$ cat config.mk
export PLATFORM = sky130hd
export DESIGN_NAME = pwt_ctrl
export DESIGN_NICKNAME = d
export VERILOG_FILES = /design/src/rtl/core/pwt_pkg.sv /design/src/rtl/core/pwt_ctrl.sv
export SDC_FILE = /design/constraint.sdc
export NUM_CORES = 1
export LEC_CHECK = 0
export BUFFER_PORTS_ARGS = -buffer_cell sky130_fd_sc_hd__buf_2
export CAP_MARGIN = 5
export CORE_AREA = 3 3 40 42
export CTS_CLUSTER_DIAMETER = 120
export DETAILED_ROUTE_END_ITERATION = 10
export DIE_AREA = 0 0 43 45
export GPL_TIMING_DRIVEN = 1
export SLEW_MARGIN = 20
export SYNTH_ARGS = -nofsm -noshare
export SYNTH_HDL_FRONTEND = slang
export SYNTH_SLANG_ARGS = --single-unit
$ cat constraint.sdc
create_clock -name clk_i -period 1.5 [get_ports clk_i]
set_clock_uncertainty 0.1 [all_clocks]
set_input_delay 0.375 -clock clk_i [delete_from_list [all_inputs] [get_ports clk_i]]
set_output_delay 0.375 -clock clk_i [all_outputs]
set_load 0.02 [all_outputs]
$ cat src/rtl/core/pwt_pkg.sv
// Package: constants, types and command/status structs for the waypoint tracker.
package pwt_pkg;

  localparam int unsigned MaxPoints     = 1024;
  localparam int unsigned IdxW          = $clog2(MaxPoints);
  localparam int unsigned CntW          = IdxW + 1;
  localparam int unsigned BackWindow    = 10;
  localparam int unsigned ForwardWindow = 30;
  localparam int unsigned BaseLookahead = 5120;
  localparam int unsigned CoordW        = 32;
  localparam int unsigned CurvW         = 15;
  localparam int unsigned SpeedW        = 16;
  localparam int unsigned DistW         = 27;
  localparam int unsigned SqW           = 65;

  typedef enum logic [2:0] {
    CFG_POINT_COUNT      = 3'd0,
    CFG_LOOKAHEAD_GAIN   = 3'd1,
    CFG_CURVATURE_WINDOW = 3'd2,
    CFG_CURVE_THRESHOLD  = 3'd3,
    CFG_CURVE_SPEED      = 3'd4,
    CFG_CRUISE_SPEED     = 3'd5
  } cfg_idx_e;

  typedef enum logic {
    OP_LOAD  = 1'b0,
    OP_QUERY = 1'b1
  } op_e;

  // Which scan a table read belongs to.
  typedef enum logic [1:0] {
    SCAN_CLOSE = 2'd0,
    SCAN_TGT   = 2'd1,
    SCAN_CURV  = 2'd2
  } scan_e;

  typedef enum logic [3:0] {
    ST_IDLE,
    ST_SETUP,
    ST_CLOSE,
    ST_TGT_INIT,
    ST_TARGET,
    ST_CURV_INIT,
    ST_CURV,
    ST_DRAIN,
    ST_OUT
  } state_e;

  // Per-item command from controller to datapath.
  typedef struct packed {
    logic capture;    // latch request fields
    logic write_tab;  // write a waypoint into the table
    logic setup;      // compute window bounds and lookahead
    logic scan_close; // issue a closest-search read
    logic tgt_init;   // start target scan
    logic scan_tgt;   // issue a target-scan read
    logic curv_init;  // start curvature scan
    logic scan_curv;  // issue a curvature read
    logic finish;     // load result register
  } cmd_t;

  typedef struct packed {
    logic close_done; // last closest read issued
    logic tgt_done;   // target found or table ended
    logic curv_done;  // last curvature read issued
    logic pipe_empty; // no read in flight
  } status_t;

endpackage

$ cat src/rtl/core/pwt_ctrl.sv
// Controller state machine sequencing loads and the three query scans.
module pwt_ctrl import pwt_pkg::*; (
  input  logic    clk_i,
  input  logic    rst_ni,
  input  logic    in_valid_i,
  input  logic    in_op_i,
  output logic    in_stall_o,
  output logic    out_valid_o,
  input  logic    out_stall_i,
  input  status_t status_i,
  output cmd_t    cmd_o
);
  state_e state_q, state_d;
  logic   out_valid_q, out_valid_d;
  logic   accept;

  assign accept      = in_valid_i && !in_stall_o;
  assign out_valid_o = out_valid_q;

  always_ff @(posedge clk_i or negedge rst_ni) begin
    if (!rst_ni) begin
      state_q     <= ST_IDLE;
      out_valid_q <= 1'b0;
    end else begin
      state_q     <= state_d;
      out_valid_q <= out_valid_d;
    end
  end

  always_comb begin
    state_d     = state_q;
    out_valid_d = out_valid_q;
    cmd_o       = '0;
    in_stall_o  = 1'b1;
    if (out_valid_q && !out_stall_i) begin
      out_valid_d = 1'b0;
    end
    case (state_q)
      ST_IDLE: begin
        in_stall_o = 1'b0;
        if (accept) begin
          cmd_o.capture = 1'b1;
          if (in_op_i == OP_QUERY) begin
            state_d = ST_SETUP;
          end else begin
            cmd_o.write_tab = 1'b1;
          end
        end
      end
      ST_SETUP: begin
        cmd_o.setup = 1'b1;
        state_d     = ST_CLOSE;
      end
      ST_CLOSE: begin
        if (status_i.close_done) begin
          state_d = ST_TGT_INIT;
        end else begin
          cmd_o.scan_close = 1'b1;
        end
      end
      ST_TGT_INIT: begin
        if (status_i.pipe_empty) begin
          cmd_o.tgt_init = 1'b1;
          state_d        = ST_TARGET;
        end
      end
      ST_TARGET: begin
        if (status_i.tgt_done) begin
          if (status_i.pipe_empty) begin
            state_d = ST_CURV_INIT;
          end
        end else begin
          cmd_o.scan_tgt = 1'b1;
        end
      end
      ST_CURV_INIT: begin
        cmd_o.curv_init = 1'b1;
        state_d         = ST_CURV;
      end
      ST_CURV: begin
        if (status_i.curv_done) begin
          state_d = ST_DRAIN;
        end else begin
          cmd_o.scan_curv = 1'b1;
        end
      end
      ST_DRAIN: begin
        if (status_i.pipe_empty) begin
          state_d = ST_OUT;
        end
      end
      ST_OUT: begin
        if (!out_valid_q || !out_stall_i) begin
          cmd_o.finish = 1'b1;
          out_valid_d  = 1'b1;
          state_d      = ST_IDLE;
        end
      end
      default: state_d = ST_IDLE;
    endcase
  end

  assert property (@(posedge clk_i) disable iff (!rst_ni)
    cmd_o.finish |=> out_valid_q)
    else $error("finish did not raise result valid");
  assert property (@(posedge clk_i) disable iff (!rst_ni)
    (state_q != ST_IDLE) |-> in_stall_o)
    else $error("request taken while busy");
  assert property (@(posedge clk_i) disable iff (!rst_ni)
    $countones({cmd_o.scan_close, cmd_o.scan_tgt, cmd_o.scan_curv}) <= 1)
    else $error("two scans issued at once");
endmodule

Word-level counts from Yosys, hierarchy flattened:

Index checks and enable logic that the tools add are counted.

* reduce and logical (&&, ||, !) cells: 7
* equal/unequal tests: 17
* mux-type cells: 29

Operator list (count)
* $mux 4: 9
* $pmux 4 s9: 1
* $ne 2x2->1 const B: 9
* $mux 1: 17
* $eq 4x3->1 const B: 4
* $reduce_and 9->1: 1
* $eq 4x2->1 const B: 2
* $eq 4x1->1 const B: 1
* $eq 4x4->1 const B: 1
* $logic_not 4->1: 1
* $mux 2: 2
* $logic_and 1x1->1: 2
* $logic_not 1->1: 2
* $logic_or 1x1->1: 1

* register bits after elaboration: 5
* logic and storage cells: 55
* output and inout port bits: 11

Depth between registers and ports, before layout:

* depth after elaboration: 5
* depth in mapped cells: 4
* depth with buffers taken out: 3

Worst setup path after synthesis:

OpenSTA, ideal clock, no wires.

* kind: flip-flop to output port
* from: reg state_q[3]
* to: out cmd_o[3] (netlist bit)
* slack: -279 ps
* path buffers: 1
* arrival: 1304 ps
* cell stages (with the launch flop): 4
* path through: dfrtp_1 -> buf_4 -> nand2b_1 -> nor4_1

RTL lines
* start: declaration: line pwt_ctrl.sv:13 `state_e state_q, state_d;`
* start signal: assignment: line pwt_ctrl.sv:25 `state_q <= state_d;`
* end: declaration: line pwt_ctrl.sv:11 `output cmd_t cmd_o`

==> qor.txt <==
Vias per Instance: 4.73
IO buf count: 19
max incr delay on CP: 0.44 ns
Max clock buf depth: 2
ys flop type: dfrtp_1
endpoints failing setup: 10
ANT cells: 0
startpoint type of the worst setup path: flip-flop
Slew @ Worst Pin: 0.194 ns
initial antenna violation count: 0
gr ovfl total: 0
placed insts: 83
PD cells: 1960 nW/µm²
largest cells by area after synthesis: dfrtp_1, nand2_1, nor3_1
Rows: 13
vias in the first global route: 438
Hold Crit Class: in2reg
# Max-Cap Violations: 0
Final nets: 93
CTS sink cnt: 5
Distinct cells, synth: 24
CTS clk-pin slew, worst paths: 0.04 ns
Post-Route WL: 1230 µm
DR WL/cell: 12.6 µm
post-DP HPWL: 797 µm
fmax: 575 MHz
Final Wtd Congestion: 0.767
Synth area leader: dfrtp_1
worst hold slack: 0.292 ns
CTS root buf: clkbuf_4
synthesized flop and latch total: 5
Crit Path Max Fanout: 4
RSZ-0062 raised after global routing: true
EDFF count, synth: 0
first-pass iteration count of the detailed router: 4
Yosys top cell area share: 0.369
cell count after synthesis: 41
failing checks: negative setup slack
CTS Buf Count: 3
final worst path period need: 1.74 ns
count leader, synth: nand2_1
critical path arrival: 1.26 ns
synthesized area: 339 µm²
Initial Utilization: 0.264
Final Hold Fails: 0
Area growth, synth to finish: 126%
Skew-Pair Late Insertion Delay: 0.24 ns
Slew headroom: 0.870
Die Height: 45 µm
DIE AREA: 1940 µm²
CP top delay family: simple AND/OR/NAND/NOR gates
Final period util: 1.16
via count: 464
Post-synth top cells: nand2_1, dfrtp_1, nor3_1
H-tree levels: 1
Non-Filler Instances: 98
Seq/Total Area, Yosys: 0.369
Global Route Usage Sum: 0.130
ys async rst share: 1.00
Worst Path Buf+Inv: 1
critical path required time: 1.02 ns
largest net degree at the start of global routing: 8
Mapped Nets: 50
post-route setup slack: -0.239 ns
Die W: 43 µm
WS Path Type: reg2out
total power: 1.50 mW
synthesized area per cell: 8.27 µm²
Max IR drop VDD: 0.00123 V
drt drc: 0
Warnings, synthesis: 0
CP max-delay cell: dfrtp_2
CTS tree: yes
Worst setup EP type: output pin
first-pass GRT wire length: 1880 µm
leakage dissipation: 0.375 nW
layout cells sized above 1: 0.747
crit-path cells: nor2_4 -> and3_4 -> and2b_2 -> buf_6
DRT antenna net count: 0
Core ar.: 1280 µm²
DR iter-0 viols: 4
final core occ: 0.597
status: complete, but fails checks
Post-Route Setup TNS: -1.89 ns
io pins: 20
count of pins over their slew limit: 0
## logic make-up (layout without fill, tap and decap cells)
kind of cell | after synthesis | after routing | synth area share
AO/OA/AOI/OAI | 6 | 6 | 0.107
XOR/XNOR | 1 | 1 | 0.0258
buffers and inverters | 5 | 47 | 0.0923
flip-flops | 5 | 5 | 0.369
multiplexers | 1 | 1 | 0.0295
AND/OR/NAND/NOR | 23 | 23 | 0.376
## worst reg2reg max path, delay by kind of cell (launching register included)
family | cells | cell delay (ns)
AND/OR/NAND/NOR | 1 | 0.19
buffers and inverters | 2 | 0.29
flip-flops | 1 | 0.44
AO/OA/AOI/OAI | 1 | 0.11
multiplexers | 1 | 0.16
## timing repair
action	CTS	global route
buffers inserted	7	3
pin swaps	2	2
endpoints found under the hold margin	5	0
resized for setup	27	10
hold buffers	1	0
endpoints found under the setup margin	10	10
## registers in the layout, indices dropped and copies added (netlist names)
| signal | cells |
|---|---|
| out_valid_o | 1 |
| state_q | 4 |
## power by group
part	internal, mW	leakage, nW	switching, mW
Clock	0.101	0.0150	0.0553
Sequential	0.192	0.0591	0.0913
Combinational	0.590	0.300	0.475
Total	0.883	0.375	0.622
## layout make-up
| cell class | instances | area, µm² |
|---|---|---|
| clock buffers | 4 | 26.3 |
| multi-input cells | 31 | 258 |
| repair buffers | 41 | 325 |
| fillers | 117 | 518 |
| inverters | 2 | 10.0 |
| well taps | 15 | 18.8 |
| flip-flops and latches | 5 | 129 |
## final timing paths
| kind | from | to | slack, ns | cells past startpoint |
|---|---|---|---|---|
| hold reg to reg | out_valid_o$_DFF_PN0_ | out_valid_o$_DFF_PN0_ | 0.44 | 2 |
| setup / recovery | state_q[1]$_DFFE_PN0P_ | cmd_o[7] | -0.24 | 4 |
| setup reg to reg | state_q[1]$_DFFE_PN0P_ | state_q[0]$_DFFE_PN0P_ | 0.09 | 5 |
| hold / removal | out_stall_i | out_valid_o$_DFF_PN0_ | 0.29 | 3 |
| max in group asynchronous | rst_ni | state_q[2]$_DFFE_PN0P_ | 0.77 | 2 |
| min in group asynchronous | rst_ni | state_q[1]$_DFFE_PN0P_ | 0.38 | 2 |
## cells in the final DEF, fill, tap and decap left out, types with 2 or more instances in the layout
| cell type | count |
|---|---|
| dfrtp_1 | 2 |
| nand2_1 | 4 |
| dfrtp_2 | 3 |
| nand2_2 | 2 |
| nor4_4 | 2 |
| buf_6 | 10 |
| clkbuf_4 | 3 |
| buf_2 | 9 |
| nor3_2 | 3 |
| buf_4 | 21 |
| o22ai_1 | 2 |
| nor2_4 | 2 |
## metal layers
layer | routed length, µm | vias up | track usage
met5 | 0 | - | 0
met1 | 529 | 226 | 0.155
met4 | 0 | 0 | 0.0361
li1 | - | 229 | -
met3 | 48 | 0 | 0.0518
met2 | 655 | 9 | 0.219
## per-stage QoR
stage / worst slack [ns] / instance area [µm²]
2_1_floorplan: -0.0664 / 362
3_3_place_gp: -0.0196 / 534
3_5_place_dp: -0.0231 / 534
4_1_cts: -0.237 / 701
5_1_grt: -0.279 / 767
6_report: -0.239 / 767
No activity file was read; power rests on OpenSTA's default activity.
